### src/hdl/bia_pkg.sv
// bia_pkg: operator codes, widths and stage payload type for the integer ALU.
// No dependencies.
package bia_pkg;
    localparam int DataWidth = 32;
    localparam int NumStages = DataWidth;

    localparam logic [5:0] OP_ADD = 6'd0;
    localparam logic [5:0] OP_SUB = 6'd1;
    localparam logic [5:0] OP_MUL = 6'd2;
    localparam logic [5:0] OP_DIV = 6'd3;
    localparam logic [5:0] OP_MOD = 6'd4;
    localparam logic [5:0] OP_AND = 6'd5;
    localparam logic [5:0] OP_OR  = 6'd6;
    localparam logic [5:0] OP_XOR = 6'd7;
    localparam logic [5:0] OP_SHL = 6'd8;
    localparam logic [5:0] OP_SAR = 6'd9;
    localparam logic [5:0] ALIAS_LOW = 6'd20;
    localparam logic [5:0] ALIAS_HIGH = 6'd29;
    localparam logic [5:0] OP_EQ = 6'd40;
    localparam logic [5:0] OP_NE = 6'd41;
    localparam logic [5:0] OP_LE = 6'd42;
    localparam logic [5:0] OP_LT = 6'd43;
    localparam logic [5:0] OP_GE = 6'd44;
    localparam logic [5:0] OP_GT = 6'd45;
    localparam logic [5:0] OP_LAND = 6'd60;
    localparam logic [5:0] OP_LOR = 6'd61;

    typedef struct packed {
        logic        is_div;
        logic        want_rem;
        logic        neg_q;
        logic        neg_r;
        logic [31:0] left_raw;
        logic [31:0] divisor;
        logic [31:0] dividend;
        logic [31:0] quot;
        logic [31:0] rem;
        logic [31:0] result;
        logic        bad;
    } bia_word_t;
endpackage

### src/hdl/bia_front.sv
// bia_front: decodes the operator, computes all non-division results and the
// multiply product, and sets up division operands. Depends on bia_pkg.
module bia_front (
    input  logic [5:0]  func,
    input  logic [31:0] left_value,
    input  logic [31:0] right_value,
    output bia_pkg::bia_word_t word
);
    import bia_pkg::*;

    logic [5:0]  f;
    logic [31:0] a;
    logic [31:0] b;
    logic        lt;
    logic        eq;
    logic [63:0] prod;

    always_comb
    begin
        a = left_value;
        b = right_value;
        f = func;
        if (func >= ALIAS_LOW && func <= ALIAS_HIGH)
            f = func - ALIAS_LOW;
        lt = $signed(a) < $signed(b);
        eq = a == b;
        prod = a * b;
        word = '0;
        word.left_raw = a;
        word.divisor = b[31] ? (32'd0 - b) : b;
        word.dividend = a[31] ? (32'd0 - a) : a;
        word.neg_r = a[31];
        word.neg_q = a[31] ^ b[31];
        unique case (f)
            OP_ADD: word.result = a + b;
            OP_SUB: word.result = a - b;
            OP_MUL: word.result = prod[31:0];
            OP_DIV:
            begin
                word.is_div = 1'b1;
            end
            OP_MOD:
            begin
                word.is_div = 1'b1;
                word.want_rem = 1'b1;
            end
            OP_AND: word.result = a & b;
            OP_OR:  word.result = a | b;
            OP_XOR: word.result = a ^ b;
            OP_SHL: word.result = a << b[4:0];
            OP_SAR: word.result = $unsigned($signed(a) >>> b[4:0]);
            OP_EQ:  word.result = {31'd0, eq};
            OP_NE:  word.result = {31'd0, !eq};
            OP_LE:  word.result = {31'd0, lt || eq};
            OP_LT:  word.result = {31'd0, lt};
            OP_GE:  word.result = {31'd0, !lt};
            OP_GT:  word.result = {31'd0, !lt && !eq};
            OP_LAND: word.result = {31'd0, (a != 32'd0) && (b != 32'd0)};
            OP_LOR:  word.result = {31'd0, (a != 32'd0) || (b != 32'd0)};
            default: word.bad = 1'b1;
        endcase
    end
endmodule

### config.mk
export PLATFORM = sky130hd
export DESIGN_NAME = bia_front
export DESIGN_NICKNAME = d
export VERILOG_FILES = /design/src/hdl/bia_pkg.sv /design/src/hdl/bia_front.sv
export SDC_FILE = /design/constraint.sdc
export NUM_CORES = 2
export LEC_CHECK = 0
export ABC_CLOCK_PERIOD_IN_PS = 19400
export BUFFER_PORTS_ARGS = -buffer_cell sky130_fd_sc_hd__buf_4
export CORE_MARGIN = 2
export CORE_UTILIZATION = 40
export DETAILED_ROUTE_END_ITERATION = 10
export PLACE_DENSITY_LB_ADDON = 0.08
export SETUP_SLACK_MARGIN = 0.4
export SYNTH_ARGS = -nofsm -noshare
export SYNTH_HDL_FRONTEND = slang
export SYNTH_SLANG_ARGS = --single-unit
export TNS_END_PERCENT = 1
### constraint.sdc
create_clock -name vclk -period 19.4
set_clock_uncertainty 0.05 [all_clocks]
set_input_delay 3.88 -clock vclk [all_inputs]
set_output_delay 3.88 -clock vclk [all_outputs]
set_load 0.01 [all_outputs]
==> flow_metrics.tcl <==
set metrics [dict create \
    io_pins 267 \
    drv_cap 0 \
    die_area_um2 66500 \
    areaGrowthSynthToFinish_pct 6.12 \
    fin_util_pct 42.7 \
    final_max_slew_viol_count 0 \
    final_hold_viol_count 0 \
    post_cts_resized 0 \
    num-nets-final 4006 \
    instances_no_fill 4155 \
    path_cells "buf_4 > clkinv_1 > nor2_1 > fa_1 > fa_1 > fa_1 > inv_1 > fa_1 > inv_1 > fa_1 > ha_1 > fa_1 > fa_1 > ha_1 > a211o_1 > o211ai_1 > a2111oi_0 > o41a_1 > o21ai_1 > a31oi_1 > a2111oi_0 > a31oi_1 > o211ai_1 > buf_4" \
    rows 93 \
    criticalPathCategory "in2out" \
    hold_path_end "word[191]" \
    ant_nets 0 \
    place_congestion 1.02 \
    netlist.top_cell.by_area "fa_1" \
    hp-start "left_value[30]" \
    drtIter0Drc 2613 \
    start_util_pct 40.2 \
    port-buffer-count 203 \
    hp-class "in2out" \
    nFillCells 6677 \
    grt_remaining_overflow 0 \
    layout_setup_ws_ns 2.94 \
    dr_wl_met2_um 57900 \
    slowest_delay_ns 1.04 \
    crit_arrival_ns 12.53 \
    outcome "completed" \
    max_freq_mhz 60.7 \
    drc 0 \
    tightest_slew_ns 1.39 \
    grt_max_degree 54 \
    wl_met1_um 51100 \
    vias 25200 \
    drive_gt1_share_pct 10.5 \
    grt_pass1_vias 25900 \
    cp_max_fo 19 \
    nClkBuffers 0 \
    totalWireLength_um 129000 \
    yosys-top-cells-area "fa_1 (32%), ha_1 (11%), nor2_1 (7.2%)" \
    relSlewSlack_pct 6.80 \
    cp_slowest_cell "clkinv_1" \
    cp-start-kind "input port" \
    grtUsageTotal_pct 38.5 \
    firstDrtPassIters 6 \
    fin_crit_ns 16.46 \
    post-place-ws_ns 3.11 \
    cp.required_ns 15.47 \
    core_um2 64100 \
    dp.cells 4154 \
    rsz0062_at_grt "false" \
    chipWidth_um 258 \
    synth_top_area_share_pct 31.8 \
    syn_area_um2 25800 \
    end_kind "primary output" \
    antenna_found_initial 7 \
    synth.distinct_cells 91 \
    maxUsedRoutingLayer "met4" \
    dp_hpwl_um 101000 \
    seq_cells 0 \
    fin_crit_sh_pct 84.9 \
    netlist_instances 3308 \
    via_per_inst 6.07 \
    met3_length_um 12500 \
    crit_top_cell "fa_1" \
    setup_viol 0 \
    ff_latch_area_um2 0 \
    fin_setup_tns_ns 0 \
    cts_setup_buffers 0 \
    die_h_um 258 \
    grt_pass1_wl_um 186000 \
    synth_area_per_cell_um2 7.80 \
    seq_area_frac_synth_pct 0 \
    hold_buffers 0 \
    wire_per_inst_um 31.1 \
    min_path_cells 2 \
    yosys_warnings 0 \
]
==> cells in the mapped netlist, types with 32 or more instances <==
cell,n
mux2i_1,46
nor3_1,40
nor2_1,498
buf_4,102
inv_1,452
a21o_1,32
buf_1,39
ha_1,225
nand3_1,34
a21oi_1,128
mux4_2,48
clkbuf_1,151
o21ai_0,119
fa_1,410
nand2_1,325
xnor2_1,124
==> per-layer routing <==
metal  track usage, %  vias up
li1                 -    10600
met1             50.5    12800
met2             60.8     1536
met3             7.42      300
met4             18.7        0
met5                0        -
==> logic make-up (layout without fill, tap and decap cells) <==
| group | count (synthesis) | after routing | share of synthesized area (%) |
|---|---|---|---|
| AOI/OAI and AO/OA | 598 | 598 | 15.9 |
| buffers and inverters | 800 | 728 | 13.3 |
| and+or+nand+nor | 1025 | 1025 | 16.8 |
| xor gates and xnor gates | 146 | 146 | 4.96 |
| adders and majority gates | 636 | 636 | 42.8 |
| other | 1 | 65 | 0.0145 |
| muxes | 102 | 102 | 6.32 |
==> worst max-delay path by stage <==
stage                   start        to  slack (ns)
3_5_place_dp    left_value[4]  word[32]        3.11
3_3_place_gp    left_value[4]  word[32]        3.19
6_report        left_value[4]  word[30]        2.94
5_1_grt         left_value[4]  word[32]        2.61
2_1_floorplan  right_value[2]  word[32]        4.03
4_1_cts         left_value[4]  word[32]        3.11
==> final cells by class <==
class | instances | area [um^2] | share of cell area, %
inverters | 476 | 1790 | 6.53
well taps | 855 | 1070 | 3.91
diodes | 1 | 2.50 | 0.00914
multi-input cells | 2571 | 22600 | 82.6
repair buffers | 252 | 1890 | 6.91
==> cell usage in the layout (no fill, tap or decap), types with 20 or more instances in the layout <==
cell type  count
fa_1         410
nand3_1       34
o21ai_0      119
inv_1        450
nor3_1        40
a211oi_1      25
conb_1        64
nand2_1      325
mux2i_1       46
buf_4        252
mux4_2        48
o211ai_1      23
nor2_1       497
xnor2_1      124
a21oi_1      124
o22ai_1       29
ha_1         225
o31ai_1       31
xor2_1        22
o21bai_1      20
a21o_1        32
==> critical path: cells and delay by family <==
kind                       cells  cell delay [ns]
adders and majority gates      9             3.90
and+or+nand+nor                1             0.51
buffers and inverters          5             1.39
AOI/OAI and AO/OA              9             2.83
==> metrics by stage <==
| step | hold WS, ns | area (um^2) |
|---|---|---|
| after detailed placement | 8.05 | 27400 |
| after floorplan | 7.76 | 26000 |
| final | 8.06 | 27400 |
| after CTS | 8.05 | 27400 |
| after global placement | 8.05 | 27400 |
| after global routing | 8.06 | 27400 |
