### src/hdl/bia_pkg.sv
// bia_pkg: operator codes, widths and stage payload type for the integer ALU.
// No dependencies.
package bia_pkg;
    localparam int DataWidth = 32;
    localparam int NumStages = DataWidth;

    localparam logic [5:0] OP_ADD = 6'd0;
    localparam logic [5:0] OP_SUB = 6'd1;
    localparam logic [5:0] OP_MUL = 6'd2;
    localparam logic [5:0] OP_DIV = 6'd3;
    localparam logic [5:0] OP_MOD = 6'd4;
    localparam logic [5:0] OP_AND = 6'd5;
    localparam logic [5:0] OP_OR  = 6'd6;
    localparam logic [5:0] OP_XOR = 6'd7;
    localparam logic [5:0] OP_SHL = 6'd8;
    localparam logic [5:0] OP_SAR = 6'd9;
    localparam logic [5:0] ALIAS_LOW = 6'd20;
    localparam logic [5:0] ALIAS_HIGH = 6'd29;
    localparam logic [5:0] OP_EQ = 6'd40;
    localparam logic [5:0] OP_NE = 6'd41;
    localparam logic [5:0] OP_LE = 6'd42;
    localparam logic [5:0] OP_LT = 6'd43;
    localparam logic [5:0] OP_GE = 6'd44;
    localparam logic [5:0] OP_GT = 6'd45;
    localparam logic [5:0] OP_LAND = 6'd60;
    localparam logic [5:0] OP_LOR = 6'd61;

    typedef struct packed {
        logic        is_div;
        logic        want_rem;
        logic        neg_q;
        logic        neg_r;
        logic [31:0] left_raw;
        logic [31:0] divisor;
        logic [31:0] dividend;
        logic [31:0] quot;
        logic [31:0] rem;
        logic [31:0] result;
        logic        bad;
    } bia_word_t;
endpackage

### src/hdl/bia_cell.sv
// bia_cell: one restoring-division step plus a pipeline register.
// Depends on bia_pkg.
module bia_cell (
    input  logic              clk,
    input  logic              rst_n,
    input  logic              advance,
    input  logic              valid_in,
    input  bia_pkg::bia_word_t word_in,
    output logic              valid_out,
    output bia_pkg::bia_word_t word_out
);
    import bia_pkg::*;

    logic        valid_reg;
    bia_word_t   word_reg;
    bia_word_t   word_next;
    logic [32:0] trial;
    logic [32:0] shifted;

    always_comb
    begin
        word_next = word_in;
        shifted = {word_in.rem, word_in.dividend[31]};
        trial = shifted - {1'b0, word_in.divisor};
        if (word_in.is_div)
        begin
            word_next.dividend = {word_in.dividend[30:0], 1'b0};
            if (!trial[32])
            begin
                word_next.rem = trial[31:0];
                word_next.quot = {word_in.quot[30:0], 1'b1};
            end
            else
            begin
                word_next.rem = shifted[31:0];
                word_next.quot = {word_in.quot[30:0], 1'b0};
            end
        end
    end

    always_ff @(posedge clk or negedge rst_n)
    begin
        if (!rst_n)
            valid_reg <= 1'b0;
        else if (advance)
            valid_reg <= valid_in;
    end

    always_ff @(posedge clk)
    begin
        if (advance)
            word_reg <= word_next;
    end

    assign valid_out = valid_reg;
    assign word_out = word_reg;
endmodule

### config.mk
export PLATFORM = sky130hd
export DESIGN_NAME = bia_cell
export DESIGN_NICKNAME = d
export VERILOG_FILES = /design/src/hdl/bia_pkg.sv /design/src/hdl/bia_cell.sv
export SDC_FILE = /design/constraint.sdc
export NUM_CORES = 1
export LEC_CHECK = 0
export ABC_AREA = 1
export BUFFER_PORTS_ARGS = -buffer_cell sky130_fd_sc_hd__buf_2
export CAP_MARGIN = 20
export CORE_AREA = 2 2 156 158
export CTS_CLUSTER_SIZE = 30
export DETAILED_ROUTE_END_ITERATION = 12
export DIE_AREA = 0 0 158 160
export GPL_TIMING_DRIVEN = 0
export PLACE_DENSITY = 0.73
export SLEW_MARGIN = 15
export SYNTH_ARGS = -nofsm -noshare
export SYNTH_HDL_FRONTEND = slang
export SYNTH_SLANG_ARGS = --single-unit
### constraint.sdc
create_clock -name clk -period 0.9 [get_ports clk]
set_clock_uncertainty 0.05 [all_clocks]
set_input_delay 0.18 -clock clk [delete_from_list [all_inputs] [get_ports clk]]
set_output_delay 0.18 -clock clk [all_outputs]
set_load 0.005 [all_outputs]
==> results of run 1 <==
==> report_power, final <==
group | leakage, nW | switching [mW] | internal [mW]
combinational | 5.64 | 3.44 | 2.82
sequential | 1.94 | 0.224 | 11.1
clock | 0.279 | 3.98 | 3.72
==> area by class of cell <==
class	count	area [µm²]
plain buffers	29	265
flip-flops and latches	198	5940
fillers	1852	7930
repair buffers	564	3820
clock inverters	14	160
diodes	6	15.0
inverters	214	816
clock buffers	17	425
well taps	324	405
multi-input cells	717	4040
==> final timing paths <==
check | start | end | slack, ps | depth (start not counted)
max reg2reg | valid_out | valid_out | 90 | 1
min in group asynchronous | rst_n | valid_out | 540 | 3
max | word_in[128] | word_out[57] | -1080 | 19
max in group asynchronous | rst_n | valid_out | 160 | 3
min reg2reg | valid_out | valid_out | 480 | 1
min | word_in[97] | word_out[97] | 5 | 3
==> kinds of logic (layout without fill, tap and decap cells) <==
family	after synthesis	count (layout)	synth area share, %
and+or+nand+nor	585	585	23.6
buffers and inverters	244	838	9.15
DFF	198	198	57.7
AOI/OAI and AO/OA	83	83	4.08
adders and majority gates	33	33	4.08
xor gates and xnor gates	15	15	1.28
muxes	1	1	0.109
other	0	6	0
==> layer usage <==
metal | up-vias | share of wire (%) | routed length [µm] | track usage [%]
li1 | 4859 | - | - | -
met1 | 4884 | 35 | 13400 | 31.3
met2 | 509 | 51 | 19500 | 50.3
met3 | 112 | 8.6 | 3310 | 8.68
met4 | 6 | 5.5 | 2090 | 16.4
met5 | - | 0.11 | 43 | 0
==> through the flow <==
stage / area (µm²) / instances / hold WS [ps] / utilization, % / setup TNS [ps]
2_1_floorplan: 10400 / 1159 / -166 / - / -44610
6_report: 15900 / 2083 / 5.14 / 66.7 / -89450
5_1_grt: 15900 / 2082 / 8.10 / 66.7 / -100030
3_5_place_dp: 12800 / 1882 / -94.2 / 53.9 / -193380
4_1_cts: 15300 / 2071 / 0.153 / 64.4 / -90520
3_3_place_gp: 12800 / 1881 / -93.3 / 53.7 / -666880
==> timing repair <==
item / in CTS / in global routing
resized for setup: 66 / 122
cloned: 3 / 2
hold buffers: 145 / 0
hold endpoints to repair: 155 / 0
buffers inserted: 11 / 5
endpoints found under the setup margin: 382 / 252
pin swaps: 16 / 34
==> Yosys cell counts, types with 4 or more instances <==
library cell  number
nand2_1          440
inv_1            213
edfxtp_1         197
o21ai_0           62
nand3_1           58
nor2_1            38
ha_1              32
nand3b_1          23
a21oi_1           19
clkbuf_1          18
xnor2_1           13
nand4_1            7
buf_2              6
nand2_2            5
and2_1             4
nor2_2             4
==> flip-flops by register name, summed over array words and instances (netlist names) <==
name / count
word_out: 197
valid_out: 1
==> run_results.csv, run 1 <==
group,metric,value,unit
timing,min_period_over_period,220,%
timing,period_minus_slack,1980,ps
floorplan,ios,399,
pwr,irDropWorstVdd,1380,µV
worst_setup_path,cp_slowest_cell,"fa_2",
layout,mostFrequentLayoutCell,"nand2_1",
routing,drtAntennaViolNets,0,
hold_path,min_path_type,"primary input to flop",
synth,netlist_area,10300,µm²
timing,fmax,0.505,GHz
routing,dr.pass1.iters,5,
synth,yosysSeqAreaShare,57.7,%
global_route,grt_first_pass_wirelength,54800,µm
worst_setup_path,start_kind,"primary input",
synth,synth_edf_count,197,
layout,nets,1975,
routing,via_count,10370,
global_route,grtUsageTotal,29.0,%
placement,io_buffers,398,
cts,numCtsBuffers,17,
placement,dp_hpwl,26200,µm
placement,place_congestion,0.921,
layout,layout_common_cells,"nand2_1 (395), buf_2 (388), inv_1 (207)",
floorplan,core_area,23800,µm²
timing,hold_viol,0,
routing,route.detailed.drc,0,
cts,cts_tree,"done",
routing,wire_per_inst,18.4,µm
run_status,violations,"negative setup slack",
cts,cts_sinks,198,
synth,avgSynthCellArea,8.88,µm²
worst_setup_path,cp_top_family,"simple AND/OR/NAND/NOR gates",
floorplan,die_area,25300,µm²
synth,synthTopCellsByArea,"edfxtp_1 (57%), nand2_1 (16%), inv_1 (7.8%), ha_1 (3.9%), o21ai_0 (3.0%)",
global_route,grt_max_degree,58,
worst_setup_path,cp_num_buf_inv,4,
cts,htree_levels,4,
routing,vias_per_cell,4.98,
run_status,outcome,"finished, violations left",
floorplan,num_rows,57,
cts,clockRootBuffer,"clkbuf_16",
synth,synth_top_area_share,57.5,%
pwr,p_per_area,1590,nW/µm²
synth,ys_async_sr_fraction,0.505,%
floorplan,die_x,158,µm
synth,synth_fp_nets,1393,
layout,syn_to_final_growth,54.4,%
floorplan,start_util,43.2,%
synth,netlist_instances,1159,
cts,clk_pin_slew,80,ps
timing,rsz0062_at_grt,"yes",
synth,synth_seq_cells,198,
cts,clk_path_buf_depth,2,
timing,maxSlewViolCount,0,
flow_run,maxCapViolCount,0,
worst_setup_path,cpPeakStageDelay,380,ps
placement,place_worst_setup_slack,-1770,ps
layout,drive_gt1_share,33.7,%
pwr,total_power,25.3,mW
timing,slew_headroom,46.4,%
timing,fin_ws,-1080,ps
worst_setup_path,crit_chain,"buf_12 -> inv_12 -> ha_4 -> fa_2 -> inv_2 -> nand2_2 -> nand2_2 -> nand3_2 -> nand2_4 -> nand2_4 -> nand2_4 -> nand2_4 -> nand2_4 -> nand2_8 -> nand2_8 -> buf_8 -> nand2_1 -> nand3_1 -> nand2_1",
worst_setup_path,critical_path.most_common_cell,"nand2_4",
synth,synth.largest_area_cell,"edfxtp_1",
timing,setup_violations,234,
routing,drt_iter0_drc,760,
synth,yosys.cell_types.count,31,
timing,worstMarginPinSlew,804,ps
global_route,grt_pass1_vias,10045,
cts,insertion_delay,440,ps
worst_setup_path,crit_path_end_kind,"flop",
synth,yosys_warnings,0,
floorplan,chipHeight,160,µm
global_route,antenna_found_initial,9,
worst_setup_path,cp_data_required_time,1040,ps
global_route,overflow,0,
worst_setup_path,crit_fanout,8,
routing,wl,38300,µm
worst_setup_path,criticalPathCategory,"primary input to flop",
pwr,p_leak,7.86,nW
synth,ys.flop_type,"edfxtp_1",
worst_setup_path,cp.arrival,2120,ps
(Power assumes the default switching activity.)
==> run 2, diff against run 1 <==
--- a/config.mk
+++ b/config.mk
@@ -8,12 +8,10 @@
 export ABC_AREA = 1
 export BUFFER_PORTS_ARGS = -buffer_cell sky130_fd_sc_hd__buf_2
 export CAP_MARGIN = 20
-export CORE_AREA = 2 2 156 158
+export CORE_UTILIZATION = 25
 export CTS_CLUSTER_SIZE = 30
 export DETAILED_ROUTE_END_ITERATION = 12
-export DIE_AREA = 0 0 158 160
 export GPL_TIMING_DRIVEN = 0
-export PLACE_DENSITY = 0.73
 export SLEW_MARGIN = 15
 export SYNTH_ARGS = -nofsm -noshare
 export SYNTH_HDL_FRONTEND = slang
==> run 2 against run 1 <==
  * The run still ends with negative setup slack left
  * Core utilization decreased by 24 points
  * Worst setup slack improved by 78 ps
  * Clock power up 3.8%
  * Routed wire length rose by 7.3%
  * Total power increased by 3.5%
  * Worst hold slack better by 32 ps
  * Die area increased by 66%
  * Combinational power up 9.1%
  * Sequential cell count stayed put
  * Clock-buffer cell count is the same
  * Critical path depth unchanged
==> run_results.csv, run 2 (synthesis results as in run 1) <==
group,metric,value,unit
worst_setup_path,start_kind,"primary input",
layout,layout_common_cells,"buf_2 (388), nand2_1 (362), edfxtp_1 (197)",
layout,syn_to_final_growth,66.0,%
placement,dp_hpwl,29400,µm
worst_setup_path,cp.arrival,2080,ps
timing,setup_violations,231,
cts,clockRootBuffer,"clkbuf_16",
floorplan,start_util,25.6,%
run_status,outcome,"finished, violations left",
timing,fmax,0.526,GHz
placement,io_buffers,398,
cts,htree_levels,4,
timing,min_period_over_period,211,%
floorplan,die_area,42000,µm²
floorplan,num_rows,73,
floorplan,ios,399,
global_route,grtUsageTotal,18.8,%
global_route,grt_first_pass_wirelength,57400,µm
timing,fin_ws,-1000,ps
floorplan,die_x,205,µm
timing,period_minus_slack,1900,ps
layout,mostFrequentLayoutCell,"buf_2",
routing,drtAntennaViolNets,0,
routing,wl,41100,µm
placement,place_congestion,0.905,
floorplan,chipHeight,205,µm
run_status,violations,"negative setup slack",
cts,clk_path_buf_depth,2,
global_route,overflow,0,
routing,dr.pass1.iters,5,
routing,via_count,10238,
cts,numCtsBuffers,17,
timing,rsz0062_at_grt,"yes",
worst_setup_path,cpPeakStageDelay,360,ps
timing,slew_headroom,40.4,%
worst_setup_path,crit_path_end_kind,"flop",
worst_setup_path,cp_data_required_time,1080,ps
global_route,grt_max_degree,57,
routing,vias_per_cell,4.38,
worst_setup_path,critical_path.most_common_cell,"nand2_4",
cts,cts_sinks,198,
pwr,p_per_area,1530,nW/µm²
layout,nets,2030,
global_route,antenna_found_initial,4,
worst_setup_path,crit_fanout,7,
timing,worstMarginPinSlew,894,ps
timing,timing.hold.ws,37.0,ps
worst_setup_path,crit_chain,"buf_8 -> inv_12 -> ha_4 -> fa_2 -> inv_2 -> nand2_2 -> nand2_2 -> nand3_2 -> nand2_4 -> nand2_4 -> nand2_4 -> nand2_4 -> nand3_4 -> nand2_8 -> clkbuf_16 -> nand2_2 -> nand2_1 -> nand2_1 -> nand2_1",
worst_setup_path,cp_slowest_cell,"fa_2",
pwr,total_power,26.2,mW
cts,cts_tree,"done",
layout,drive_gt1_share,37.0,%
worst_setup_path,criticalPathCategory,"primary input to flop",
cts,clk_pin_slew,80,ps
timing,hold_viol,0,
pwr,irDropWorstVdd,1280,µV
global_route,grt_pass1_vias,10065,
pwr,p_leak,8.21,nW
routing,drt_iter0_drc,535,
placement,place_worst_setup_slack,-1850,ps
routing,route.detailed.drc,0,
routing,wire_per_inst,17.6,µm
floorplan,core_area,40200,µm²
cts,insertion_delay,480,ps
flow_run,maxCapViolCount,0,
layout,largest_reg_flops,197,
hold_path,min_path_type,"primary input to flop",
timing,maxSlewViolCount,0,
## run 2: cell count changes in the layout (fill, tap and decap cells not counted), sizes merged
cell | before | now
clkinvlp | 2 | 0
clkbuf | 35 | 36
clkinv | 6 | 9
diode | 6 | 4
dlygate4sd3 | 143 | 185
dlymetal6s4s | 2 | 0
buf | 428 | 442
## run 2: critical path, delay by kind of cell
family,cells,cell delay (ps)
fa+ha+maj,2,510
buf+inv,4,400
simple gates,13,980
## run 2: where the power goes
group          total (mW)  leakage, nW  switching [mW]  internal (mW)
combinational        6.83         5.99            3.63           3.20
sequential           11.3         1.94           0.248           11.1
clock                7.99        0.292            4.23           3.76
## run 2: worst paths after layout
| path | from | slack (ps) | endpoint | cells past startpoint |
|---|---|---|---|---|
| worst max-delay path | word_in[128] | -1000 | word_out[61] | 19 |
| worst min-delay path | word_in[78] | 40 | word_out[78] | 3 |
| worst max register to register | valid_out | 100 | valid_out | 1 |
| worst min register to register | valid_out | 470 | valid_out | 1 |
| max in group asynchronous | rst_n | 220 | valid_out | 3 |
| min in group asynchronous | rst_n | 480 | valid_out | 3 |
## run 2: repair_timing
action | CTS | global route
setup buffers | 26 | 4
endpoints found under the setup margin | 380 | 242
hold buffers | 185 | 0
cloned | 4 | 4
hold endpoints to repair | 191 | 0
pin swaps | 43 | 70
resized for setup | 146 | 128
## run 2: routing by layer
metal	wire, µm	share of wire, %	up-vias	GRT usage [%]
met5	0	0	-	0
met4	1690	4.1	0	10.4
met3	2690	6.5	79	3.87
met2	21400	52	402	33.9
met1	15400	37	4780	20.5
li1	-	-	4977	-
## run 2: area by class of cell
type                    count  area (µm²)
fillers                  3852       23100
flip-flops and latches    198        5940
repair buffers            620        4410
multi-input cells         717        4370
inverters                 214         828
well taps                 525         657
clock buffers              17         425
plain buffers              28         268
clock inverters            15         179
diodes                      4        10.0
## run 2: through the flow
stage | std cells | utilization [%] | cell area, µm² | TNS (ps)
finish | 2338 | 42.5 | 17100 | -96380
detailed placement | 2083 | 32.6 | 13100 | -211840
floorplan | 1159 | - | 10400 | -44610
global placement | 2082 | 32.5 | 13000 | -695600
CTS | 2328 | 41.1 | 16500 | -102700
global route | 2337 | 42.5 | 17100 | -107860
==> run 3, diff against run 2 <==
--- a/config.mk
+++ b/config.mk
@@ -9,6 +9,7 @@
 export BUFFER_PORTS_ARGS = -buffer_cell sky130_fd_sc_hd__buf_2
 export CAP_MARGIN = 20
 export CORE_UTILIZATION = 25
+export CTS_BUF_LIST = sky130_fd_sc_hd__clkbuf_8
 export CTS_CLUSTER_SIZE = 30
 export DETAILED_ROUTE_END_ITERATION = 12
 export GPL_TIMING_DRIVEN = 0
==> run 3 against run 2 <==
  * The flow finishes with violations (negative hold slack, negative setup slack)
  * First-iteration DRC count increased by 12%
  * Cell count up 0.60%
  * Via count about the same
  * Worst hold slack lost 82 ps
  * Total power shrank 7.9%
  * Clock power fell by 23%
  * Critical path type unchanged
  * Largest power group unchanged
  * Highest routed layer is now met5
==> run_results.csv, run 3 (synthesis results as in run 1) <==
group,metric,value,unit
run_status,outcome,"finished, violations left",
run_status,violations,"negative hold slack, negative setup slack",
cts,clk_pin_slew,110,ps
pwr,irDropWorstVdd,1070,µV
global_route,grt_max_degree,90,
floorplan,die_area,42000,µm²
timing,slew_headroom,49.3,%
floorplan,die_x,205,µm
floorplan,core_area,40200,µm²
layout,drive_gt1_share,34.9,%
routing,via_count,10237,
timing,setup_violations,231,
worst_setup_path,start_kind,"primary input",
pwr,total_power,24.1,mW
pwr,p_switching,7.78,mW
worst_setup_path,criticalPathCategory,"primary input to flop",
timing,maxSlewViolCount,0,
layout,nets,2044,
floorplan,ios,399,
worst_setup_path,cp.arrival,2090,ps
cts,htree_levels,4,
routing,wl,40800,µm
floorplan,start_util,25.6,%
pwr,power_frac_clock,25.5,%
cts,ctsHoldBuffers,202,
worst_setup_path,critical_path.most_common_cell,"nand2_4",
routing,wire_per_inst,17.3,µm
cts,insertion_delay,570,ps
cts,cts_sinks,198,
layout,syn_to_final_growth,63.3,%
timing,hold_viol,87,
timing,timing.hold.ws,-45.1,ps
flow_run,maxCapViolCount,0,
global_route,grt_first_pass_wirelength,57300,µm
worst_setup_path,crit_path_end_kind,"flop",
timing,min_period_over_period,200,%
cts,clk_path_buf_depth,2,
routing,drtAntennaViolNets,0,
placement,io_buffers,398,
pwr,switching_share,32.3,%
pwr,seqPwrFrac,47.0,%
worst_setup_path,crit_fanout,5,
cts,numCtsBuffers,17,
layout,largest_reg_flops,197,
placement,dp_hpwl,29400,µm
global_route,grtUsageTotal,18.8,%
timing,period_minus_slack,1800,ps
routing,drt_iter0_drc,599,
pwr,p_per_area,1430,nW/µm²
global_route,grt_pass1_vias,10102,
floorplan,num_rows,73,
cts,clockRootBuffer,"clkbuf_8",
layout,layout_common_cells,"buf_2 (390), nand2_1 (380), dlygate4sd3_1 (202)",
timing,rsz0062_at_grt,"yes",
worst_setup_path,cp_num_buf_inv,5,
layout,mostFrequentLayoutCell,"buf_2",
pwr,p_leak,8.10,nW
layout,fin_util,41.8,%
timing,finalSetupTns,-113610,ps
worst_setup_path,crit_chain,"buf_8 -> inv_12 -> ha_4 -> fa_2 -> inv_2 -> nand2_2 -> nand2_2 -> nand3_2 -> nand2_4 -> nand2_4 -> nand2_4 -> nand2_4 -> nand2_4 -> nand2_8 -> buf_8 -> buf_12 -> nand3_2 -> nand2_1 -> nand2_1 -> nand2_1",
timing,fin_ws,-900,ps
floorplan,chipHeight,205,µm
placement,place_congestion,0.905,
worst_setup_path,cp_data_required_time,1190,ps
hold_path,min_path_type,"primary input to flop",
worst_setup_path,cp_top_family,"simple AND/OR/NAND/NOR gates",
routing,route.detailed.drc,0,
routing,vias_per_cell,4.35,
worst_setup_path,cp_slowest_cell,"fa_2",
global_route,overflow,0,
pwr,comb_power_share,27.4,%
global_route,antenna_found_initial,5,
timing,fmax,0.556,GHz
cts,cts_tree,"done",
worst_setup_path,cpPeakStageDelay,370,ps
timing,worstMarginPinSlew,761,ps
pwr,internal_power,16.3,mW
routing,dr.pass1.iters,5,
## run 3: cell types whose count changed in the layout (fill, tap and decap cells not counted), moves of 9 or more
cell,delta
clkbuf_16,-17
nand2_2,-9
nand2_1,+18
dlygate4sd3_1,+17
clkbuf_8,+15
nand2_4,-9
## run 3: power by group through the flow
stage               clock network [mW]  registers (mW)  logic, mW
floorplan                            0            11.6       2.21
global placement                     0            11.6       4.70
detailed placement                   0            11.5       4.74
CTS                               6.45            11.3       6.12
global route                      6.64            11.4       7.24
finish                            6.15            11.3       6.62
## run 3: worst paths after layout
check | start | endpoint | slack [ps] | depth (start not counted)
min reg2reg | valid_out | valid_out | 480 | 1
max reg2reg | valid_out | valid_out | 100 | 1
max in group asynchronous | rst_n | valid_out | 320 | 3
min in group asynchronous | rst_n | valid_out | 380 | 3
min | advance | word_out[130] | -50 | 1
max | word_in[128] | word_out[61] | -900 | 20
## run 3: final cells by class
cell class                      instances  area, µm²
Clock buffer                           17        234
Buffer                                 27        249
Timing Repair Buffer                  635       4530
Fill cell                            3871      23400
Antenna cell                            4       10.0
Sequential cell                       198       5940
Multi-Input combinational cell        717       4190
Inverter                              214        818
Clock inverter                         15        179
Tap cell                              525        657
## run 3: routing by layer
layer  vias up  track usage, %  wire length [µm]
met5         -               0                16
met2       370            33.4             20800
met1      4792            20.3             15700
li1       4997               -                 -
met3        76            4.28              2420
met4         2            11.0              1860
## run 3: per-stage QoR
step | setup WS, ps | instance area (µm²) | std cells
2_1_floorplan | -1160 | 10400 | 1159
3_3_place_gp | -3240 | 13000 | 2082
3_5_place_dp | -1850 | 13100 | 2083
4_1_cts | -825 | 16300 | 2342
5_1_grt | -962 | 16800 | 2351
6_report | -900 | 16800 | 2352
## run 3: timing repair
| action | CTS | global route |
|---|---|---|
| gates cloned | 3 | 4 |
| endpoints found under the setup margin | 376 | 302 |
| buffers inserted | 24 | 4 |
| gates resized for setup | 109 | 112 |
| hold endpoints to repair | 247 | 87 |
| pin swaps | 35 | 59 |
